**src/hw/rtl/cifq_pkg.sv**
```systemverilog
// Shared types and constants for the compressed instruction fetch queue.
`default_nettype none
package cifq_pkg;

   localparam int QUEUE_DEPTH         = 16;
   localparam int QUEUE_AW            = (QUEUE_DEPTH > 1) ? $clog2(QUEUE_DEPTH) : 1;
   localparam int FILL_W              = $clog2(QUEUE_DEPTH + 1);
   localparam int HALFWORDS_PER_FETCH = 4;
   localparam int POS_W               = $clog2(HALFWORDS_PER_FETCH + 1);
   localparam int HW_IDX_W            = $clog2(HALFWORDS_PER_FETCH);

   localparam int PC_W    = 64;
   localparam int WORD_W  = 32;
   localparam int SEQ_W   = 32;
   localparam int ENTRY_W = PC_W + WORD_W + SEQ_W;

   localparam int LIMIT_W = 3;
   localparam logic [LIMIT_W-1:0] LIMIT_RESET = 3'd4;

   localparam int CSR_ADDR_W = 3;
   localparam int CSR_DATA_W = 32;
   localparam logic REG_HALFWORD_LIMIT = 1'b0;

   localparam logic [1:0] LOW_BITS_MASK = 2'b11;
   localparam logic [1:0] WIDE_FORM     = 2'b11;

   typedef enum logic {
      OP_FETCH   = 1'b0,
      OP_RELEASE = 1'b1
   } opcode_type;

   typedef enum logic [1:0] {
      ST_IDLE,
      ST_SPLIT,
      ST_READ,
      ST_RESP
   } state_type;

   // Result of one step of the shared split unit
   typedef struct packed {
      logic [WORD_W-1:0] word;
      logic              wide;
      logic              at_end;
      logic [PC_W-1:0]   pc_next;
   } step_type;

endpackage
`default_nettype wire

```
**src/hw/rtl/compressed_insn_fetch_queue_unit.sv**
```systemverilog
// Top level of the compressed instruction fetch queue.
// A fetch queues N instructions (0..4), one per split step, then raises rsp_valid; a release
//   with a non-empty queue does a registered RAM read first, an empty release does not.
// A new start is accepted only once the unit is idle again; busy stays high through the
//   rsp_valid cycle, which lasts one cycle.
// Synchronous active-high reset empties the queue, clears the sequence counter and
//   sets halfword_limit to 4; queue RAM contents are not cleared.
`default_nettype none
module compressed_insn_fetch_queue_unit (
   input  wire logic                         clock,
   input  wire logic                         reset,
   // transaction input
   input  wire logic                         start,
   output logic                              busy,
   input  wire logic                         req_opcode,
   input  wire logic [63:0]                  req_fetch_pc,
   input  wire logic [15:0]                  req_halfword0,
   input  wire logic [15:0]                  req_halfword1,
   input  wire logic [15:0]                  req_halfword2,
   input  wire logic [15:0]                  req_halfword3,
   // result
   output logic                              rsp_valid,
   output logic [63:0]                       rsp_next_pc,
   output logic [2:0]                        rsp_queued_count,
   output logic                              rsp_insn_valid,
   output logic [63:0]                       rsp_insn_address,
   output logic [31:0]                       rsp_insn_word,
   output logic [31:0]                       rsp_insn_sequence,
   output logic                              rsp_queue_empty,
   // APB register port
   input  wire logic                         psel,
   input  wire logic                         penable,
   input  wire logic                         pwrite,
   input  wire logic [cifq_pkg::CSR_ADDR_W-1:0] paddr,
   input  wire logic [cifq_pkg::CSR_DATA_W-1:0] pwdata,
   output logic      [cifq_pkg::CSR_DATA_W-1:0] prdata,
   output logic                              pready
);
   import cifq_pkg::*;

   // control state
   state_type           state_ff, state_in;
   logic [QUEUE_AW-1:0] head_ff, head_in;
   logic [QUEUE_AW-1:0] tail_ff, tail_in;
   logic [FILL_W-1:0]   fill_ff, fill_in;
   logic [SEQ_W-1:0]    seq_ff, seq_in;
   logic [LIMIT_W-1:0]  limit_ff, limit_in;

   // working transaction
   logic [PC_W-1:0]                          pc_ff, pc_in;
   logic [HALFWORDS_PER_FETCH-1:0][15:0]     hw_ff, hw_in;
   logic [POS_W-1:0]                         pos_ff, pos_in;
   logic [2:0]                               queued_ff, queued_in;
   logic                                     r_valid_ff, r_valid_in;
   logic [PC_W-1:0]                          r_addr_ff, r_addr_in;
   logic [WORD_W-1:0]                        r_word_ff, r_word_in;
   logic [SEQ_W-1:0]                         r_seq_ff, r_seq_in;

   logic       accept;
   logic       csr_write;
   logic       split_stop;
   logic       push;
   logic       pop;
   logic       rd_en;
   logic       queue_has;
   step_type   step;
   logic [ENTRY_W-1:0] rd_data;
   logic [ENTRY_W-1:0] wr_data;

   assign accept    = start && !busy;
   assign queue_has = fill_ff != FILL_W'(0);
   assign csr_write = psel && penable && pwrite && pready;

   // ---------------- shared split unit ----------------
   cifq_step u_step (
      .halfwords (hw_ff),
      .pos       (pos_ff[HW_IDX_W-1:0]),
      .pc        (pc_ff),
      .step      (step)
   );

   // Split ends at the fetch width, at the configured limit, on a full queue,
   // or when a wide form would straddle the end of the bundle.
   assign split_stop = (pos_ff >= POS_W'(limit_ff))
                    || (pos_ff >= POS_W'(HALFWORDS_PER_FETCH))
                    || (fill_ff == FILL_W'(QUEUE_DEPTH))
                    || step.at_end;

   // ---------------- queue storage ----------------
   assign wr_data = {pc_ff, step.word, seq_ff};

   cifq_ram #(
      .WIDTH (ENTRY_W),
      .DEPTH (QUEUE_DEPTH)
   ) u_queue (
      .clock   (clock),
      .wr_en   (push),
      .wr_addr (tail_ff),
      .wr_data (wr_data),
      .rd_en   (rd_en),
      .rd_addr (head_ff),
      .rd_data (rd_data)
   );

   // ---------------- sequencer: next state ----------------
   always_comb begin
      state_in = state_ff;
      unique case (state_ff)
         ST_IDLE: begin
            if (accept) begin
               if (opcode_type'(req_opcode) == OP_FETCH) begin
                  state_in = ST_SPLIT;
               end else if (queue_has) begin
                  state_in = ST_READ;
               end else begin
                  state_in = ST_RESP;
               end
            end
         end
         ST_SPLIT: begin
            if (split_stop) begin
               state_in = ST_RESP;
            end
         end
         ST_READ: state_in = ST_RESP;
         ST_RESP: state_in = ST_IDLE;
         default: state_in = ST_IDLE;
      endcase
   end

   // ---------------- sequencer: outputs ----------------
   always_comb begin
      busy      = 1'b1;
      rsp_valid = 1'b0;
      push      = 1'b0;
      pop       = 1'b0;
      rd_en     = 1'b0;
      unique case (state_ff)
         ST_IDLE: begin
            busy  = 1'b0;
            rd_en = accept && (opcode_type'(req_opcode) == OP_RELEASE) && queue_has;
         end
         ST_SPLIT: push = !split_stop;
         ST_READ:  pop = 1'b1;
         ST_RESP:  rsp_valid = 1'b1;
         default: begin
            busy = 1'b1;
         end
      endcase
   end

   // ---------------- datapath next values ----------------
   always_comb begin
      head_in    = head_ff;
      tail_in    = tail_ff;
      fill_in    = fill_ff;
      seq_in     = seq_ff;
      pc_in      = pc_ff;
      hw_in      = hw_ff;
      pos_in     = pos_ff;
      queued_in  = queued_ff;
      r_valid_in = r_valid_ff;
      r_addr_in  = r_addr_ff;
      r_word_in  = r_word_ff;
      r_seq_in   = r_seq_ff;

      if (accept) begin
         pc_in      = req_fetch_pc;
         hw_in      = {req_halfword3, req_halfword2, req_halfword1, req_halfword0};
         pos_in     = POS_W'(0);
         queued_in  = 3'd0;
         r_valid_in = 1'b0;
         r_addr_in  = '0;
         r_word_in  = '0;
         r_seq_in   = '0;
      end

      if (push) begin
         tail_in   = (tail_ff == QUEUE_AW'(QUEUE_DEPTH - 1)) ? '0 : tail_ff + QUEUE_AW'(1);
         fill_in   = fill_ff + FILL_W'(1);
         seq_in    = seq_ff + SEQ_W'(1);
         pc_in     = step.pc_next;
         pos_in    = pos_ff + (step.wide ? POS_W'(2) : POS_W'(1));
         queued_in = queued_ff + 3'd1;
      end

      if (pop) begin
         head_in    = (head_ff == QUEUE_AW'(QUEUE_DEPTH - 1)) ? '0 : head_ff + QUEUE_AW'(1);
         fill_in    = fill_ff - FILL_W'(1);
         r_valid_in = 1'b1;
         r_addr_in  = rd_data[ENTRY_W-1 -: PC_W];
         r_word_in  = rd_data[SEQ_W +: WORD_W];
         r_seq_in   = rd_data[SEQ_W-1:0];
      end
   end

   // ---------------- register file ----------------
   always_comb begin
      limit_in = limit_ff;
      if (csr_write && (paddr[CSR_ADDR_W-1] == REG_HALFWORD_LIMIT)) begin
         limit_in = pwdata[LIMIT_W-1:0];
      end
   end

   assign pready = 1'b1;
   assign prdata = (paddr[CSR_ADDR_W-1] == REG_HALFWORD_LIMIT)
                 ? CSR_DATA_W'(limit_ff) : '0;

   // ---------------- registers ----------------
   always_ff @(posedge clock) begin
      if (reset) begin
         state_ff <= ST_IDLE;
         head_ff  <= '0;
         tail_ff  <= '0;
         fill_ff  <= '0;
         seq_ff   <= '0;
         limit_ff <= LIMIT_RESET;
      end else begin
         state_ff <= state_in;
         head_ff  <= head_in;
         tail_ff  <= tail_in;
         fill_ff  <= fill_in;
         seq_ff   <= seq_in;
         limit_ff <= limit_in;
      end
   end

   always_ff @(posedge clock) begin
      pc_ff      <= pc_in;
      hw_ff      <= hw_in;
      pos_ff     <= pos_in;
      queued_ff  <= queued_in;
      r_valid_ff <= r_valid_in;
      r_addr_ff  <= r_addr_in;
      r_word_ff  <= r_word_in;
      r_seq_ff   <= r_seq_in;
   end

   // ---------------- result ports ----------------
   // pc_ff holds the advanced PC for a fetch and the echoed PC for a release.
   assign rsp_next_pc       = pc_ff;
   assign rsp_queued_count  = queued_ff;
   assign rsp_insn_valid    = r_valid_ff;
   assign rsp_insn_address  = r_addr_ff;
   assign rsp_insn_word     = r_word_ff;
   assign rsp_insn_sequence = r_seq_ff;
   assign rsp_queue_empty   = !queue_has;

   // ---------------- assertions ----------------
   a_fill_bound: assert property (@(posedge clock) disable iff (reset)
      fill_ff <= FILL_W'(QUEUE_DEPTH))
      else $error("queue fill exceeds depth");

   a_push_has_room: assert property (@(posedge clock) disable iff (reset)
      push |-> (fill_ff != FILL_W'(QUEUE_DEPTH)))
      else $error("push into full queue");

   a_pop_nonempty: assert property (@(posedge clock) disable iff (reset)
      pop |-> queue_has)
      else $error("pop from empty queue");

   a_rsp_one_cycle: assert property (@(posedge clock) disable iff (reset)
      rsp_valid |=> !rsp_valid && !busy)
      else $error("result strobe longer than one cycle");

   a_release_no_push: assert property (@(posedge clock) disable iff (reset)
      (rsp_valid && rsp_insn_valid) |-> (rsp_queued_count == 3'd0))
      else $error("release reported queued instructions");

   a_accept_busy: assert property (@(posedge clock) disable iff (reset)
      accept |=> busy)
      else $error("not busy after accept");

endmodule
`default_nettype wire

```
**src/hw/rtl/cifq_ram.sv**
```systemverilog
// Generic single-write, single-read RAM with registered read data.
`default_nettype none
module cifq_ram #(
   parameter int WIDTH = 8,
   parameter int DEPTH = 16
) (
   input  wire logic                                      clock,
   input  wire logic                                      wr_en,
   input  wire logic [((DEPTH > 1) ? $clog2(DEPTH) : 1)-1:0] wr_addr,
   input  wire logic [WIDTH-1:0]                          wr_data,
   input  wire logic                                      rd_en,
   input  wire logic [((DEPTH > 1) ? $clog2(DEPTH) : 1)-1:0] rd_addr,
   output logic      [WIDTH-1:0]                          rd_data
);

   logic [WIDTH-1:0] mem_ff [DEPTH];

   always_ff @(posedge clock) begin
      if (wr_en) begin
         mem_ff[wr_addr] <= wr_data;
      end
      if (rd_en) begin
         rd_data <= mem_ff[rd_addr];
      end
   end

endmodule
`default_nettype wire

```
**src/hw/rtl/cifq_step.sv**
```systemverilog
// Shared split unit: decodes one instruction at a halfword position and advances the PC.
`default_nettype none
module cifq_step (
   input  wire logic [cifq_pkg::HALFWORDS_PER_FETCH-1:0][15:0] halfwords,
   input  wire logic [cifq_pkg::HW_IDX_W-1:0]                  pos,
   input  wire logic [cifq_pkg::PC_W-1:0]                      pc,
   output cifq_pkg::step_type                                  step
);
   import cifq_pkg::*;

   logic [15:0]         low_hw;
   logic [15:0]         high_hw;
   logic [HW_IDX_W-1:0] pos_up;
   logic                wide;

   assign pos_up  = pos + HW_IDX_W'(1);
   assign low_hw  = halfwords[pos];
   assign high_hw = halfwords[pos_up];
   assign wide    = (low_hw[1:0] & LOW_BITS_MASK) == WIDE_FORM;

   always_comb begin
      step.wide    = wide;
      // wide form whose upper half lies past the bundle
      step.at_end  = wide && (pos == HW_IDX_W'(HALFWORDS_PER_FETCH - 1));
      step.word    = wide ? {high_hw, low_hw} : {16'h0000, low_hw};
      step.pc_next = pc + (wide ? PC_W'(4) : PC_W'(2));
   end

endmodule
`default_nettype wire

```
**config.mk**
```make
export PLATFORM = sky130hd
export DESIGN_NAME = compressed_insn_fetch_queue_unit
export DESIGN_NICKNAME = d
export VERILOG_FILES = /design/src/hw/rtl/cifq_pkg.sv /design/src/hw/rtl/compressed_insn_fetch_queue_unit.sv /design/src/hw/rtl/cifq_ram.sv /design/src/hw/rtl/cifq_step.sv
export SDC_FILE = /design/constraint.sdc
export NUM_CORES = 2
export LEC_CHECK = 0
export BUFFER_PORTS_ARGS = -buffer_cell sky130_fd_sc_hd__buf_2
export CORE_MARGIN = 10
export CORE_UTILIZATION = 45
export CTS_CLUSTER_SIZE = 20
export DETAILED_ROUTE_END_ITERATION = 7
export REMOVE_ABC_BUFFERS = 1
export SLEW_MARGIN = 20
export SYNTH_ARGS = -nofsm -noshare
export SYNTH_HDL_FRONTEND = slang
export SYNTH_SLANG_ARGS = --single-unit
```
**constraint.sdc**
```tcl
create_clock -name clock -period 13.55 [get_ports clock]
set_clock_uncertainty 0.15 [all_clocks]
set_input_delay 0.6775 -clock clock [delete_from_list [all_inputs] [get_ports clock]]
set_output_delay 0.6775 -clock clock [all_outputs]
set_load 0.05 [all_outputs]
```
==> results.ini <==
[outcome]
status = complete, no violations

[logic_synthesis]
synth-edff-count = 2438
synth.top_cell.area_share = 0.768
synth.mux.area_fraction = 0.160
synthSimpleGateAreaFrac = 0.0304
post-synth-top-area-cell = edfxtp_1
ys_types = 57
synth_fa_ha_area_frac = 0.00352
avgSynthCellArea_sq_um = 22.8
synth-seq-cells = 2489
synthesis.area_sq_mm = 0.0953
synthFlopType = edfxtp_1
yosys_warnings = 0
synth-compound-area-share = 0.0107
synth-async-reset-ratio = 0
synth_top_family_by_area = multiplexers
synth_xor_area_frac = 0.00432
seq_area_frac_synth = 0.779
syn_inst = 4189
ys_top_cells_by_area = edfxtp_1 77%, mux4_2 16%, dfxtp_1 1.1%, and2_1 0.90%, clkbuf_1 0.59%

[min_path]
whs_path_depth = 4
hold_class = in2reg

[sta]
setup_viol = 0
max-slew-margin-rel = 0.283
fin_ws_ns = 7.08
min_period_ns = 6.47
rsz0062_at_grt = false
hold_slack_ns = 0.0863
hold_viol = 0
max_freq_mhz = 155
fin_crit_sh = 0.477
tightest_slew_ns = 1.08
drv_slew = 0

[cts]
htreeDepth = 5
cts_setup_buffers = 0
clk_pin_slew_worst_paths_ns = 0.06
cts_buffers = 275
cts_tree = built
insertion_delay_ns = 0.92
cts-root-buf = clkbuf_16
cts_sinks = 2489
clockBufferDepth = 4
cts_hold_buf = 131
postCtsResizedCells = 0

[grt]
grt_max_degree = 140
grt_use_met2 = 0.324
use_met1 = 0.290
grt.busiest_layer = met2
grt_pass1_wl_mm = 341
grt_pass1_vias = 47700
antenna_found_initial = 11
grt_use_met3 = 0.0340
grt_use_total = 0.201
grt_overflow_total = 0

[floorplan]
die_w_microns = 480
fp.dieH_microns = 480
start_util = 0.453
core.rowCount = 168
die_area_sq_mm = 0.231
io_pins = 402
core-area_sq_mm = 0.210

[drt]
via_per_inst = 5.88
dr.pass1.iters = 7
wl_per_cell_microns = 30.1
routed_wl_mm = 235
routed-via-count = 45900
drtIter0Drc = 4973
antenna_left = 0
drc = 0

[power]
power_density_mw_per_mm2 = 194
p_leak_nw = 34.5
vdd_drop_max_mv = 0.152

[placement]
place_ws_ns = 7.00
place.gp.congestion = 0.726
dpl_cell_area_sq_mm = 0.100
dpl.hpwl_mm = 124
dpl.cell_count = 7215
portBuffers = 340

[setup_path]
start_kind = flop
crit_arrival_ns = 6.81
required_ns = 13.89
cp_max_fo = 61
r2r.worst_path.cells = 9
crit_path_cell_trace = buf_4, mux4_2, and3_1, nor3_4, buf_4, buf_4, and3_4, buf_4, buf_4
cpMaxStageDelayCell = and3_4
critical_path_class = reg2reg
crit_path_frequent_cell = buf_4
slowest_delay_ns = 0.94
cp-end-kind = flop

[cells_and_area]
seqCellArea_sq_mm = 0.0742
final_cells = 7812
stdcell_area_sq_mm = 0.110
fillers = 16300
drive_gt1_frac = 0.300
multiInputGateArea_sq_mm = 0.0201
nets = 5015
area.growth.synth_to_final_pct = 15.5

[run]
cap_violations = 0

## worst paths after layout
check / end / slack, ns / from
worst min register to register: limit_ff[1] / 0.36 / limit_ff[1]
worst max-delay path: u_queue.mem_ff[11][37] / 7.08 / pos_ff[1]
worst max register to register: u_queue.mem_ff[11][37] / 7.08 / pos_ff[1]
worst min-delay path: state_ff[1] / 0.09 / req_opcode
## area by class of cell
cell class                      instances  share of cell area
Sequential cell                      2489               0.675
Inverter                               28            0.000955
Tap cell                             2805              0.0319
Clock inverter                        122             0.00845
Antenna cell                            2           0.0000455
Timing Repair Buffer                  567              0.0351
Clock buffer                          340              0.0659
Multi-Input combinational cell       1459               0.183
## Yosys cell counts, drive strengths merged, types with 5 or more instances
cell type	n
xor2	18
or4	26
mux4	672
clkbuf	150
nor3	16
and3	47
a31oi	22
nand2	91
buf	91
nor4	17
nor2b	6
nand4	39
nand3	33
nor2	52
a21oi	40
o21ai	67
and4	9
dfxtp	51
ha	22
edfxtp	2438
inv	27
o31ai	23
and2	137
mux2i	5
xnor2	29
or3	25
## metal layers
layer | share of wire | wire length (microns)
met5 | 0.000055 | 13
met4 | 0.019 | 4500
met3 | 0.063 | 14700
met2 | 0.49 | 115000
met1 | 0.43 | 101000
## critical path, delay by kind of cell, from the launching register on
kind          cells  cell delay, ns
mux               1            0.73
buf+inv           5            3.29
simple gates      3            1.40
flops             1            0.32
## state kept, by name, indices dropped and copies added (netlist names), 4 cells and up
name,cells
head_ff,4
u_queue.mem_ff,2048
rsp_insn_address,64
rsp_next_pc,64
seq_ff,32
rsp_insn_word,32
fill_ff,5
hw_ff,64
tail_ff,4
u_queue.rd_data,128
rsp_insn_sequence,32
## power by group
part	internal, mW	switching [mW]
Sequential	9.69	0.596
Clock	4.03	2.90
Combinational	1.38	2.75
Total	15.1	6.24
## stage by stage
stage | setup TNS, ns | utilization | total power [mW]
floorplan | -1191.39 | - | 14.2
global placement | 0 | 0.478 | 14.6
detailed placement | 0 | 0.478 | 14.6
CTS | 0 | 0.523 | 21.6
global route | 0 | 0.524 | 22.2
finish | 0 | 0.524 | 21.3
## cell usage in the layout, fill, tap and decap left out, types with 14 or more instances in the layout
master	instances
buf_2	340
nor2_1	50
o31ai_1	23
dlygate4sd3_1	131
a31oi_1	22
clkinv_1	57
dfxtp_1	47
inv_1	26
nand4_1	36
o21ai_0	67
or3_1	25
nand2_1	89
mux4_2	672
clkinv_2	38
ha_1	21
a21oi_1	40
and3_1	33
xnor2_1	29
nand3_1	31
xor2_1	18
and3_4	14
buf_4	87
conb_1	30
and2_1	137
or4_1	26
edfxtp_1	2438
clkbuf_16	280
clkbuf_1	58
## logic make-up after synthesis
kind of cell,count (synthesis)
DFF,2489
and+or+nand+nor,505
adders and majority gates,25
buffers and inverters,269
muxes,680
other,2
AOI/OAI and AO/OA,172
xor gates and xnor gates,47
Power figures use the tool's default switching activity.
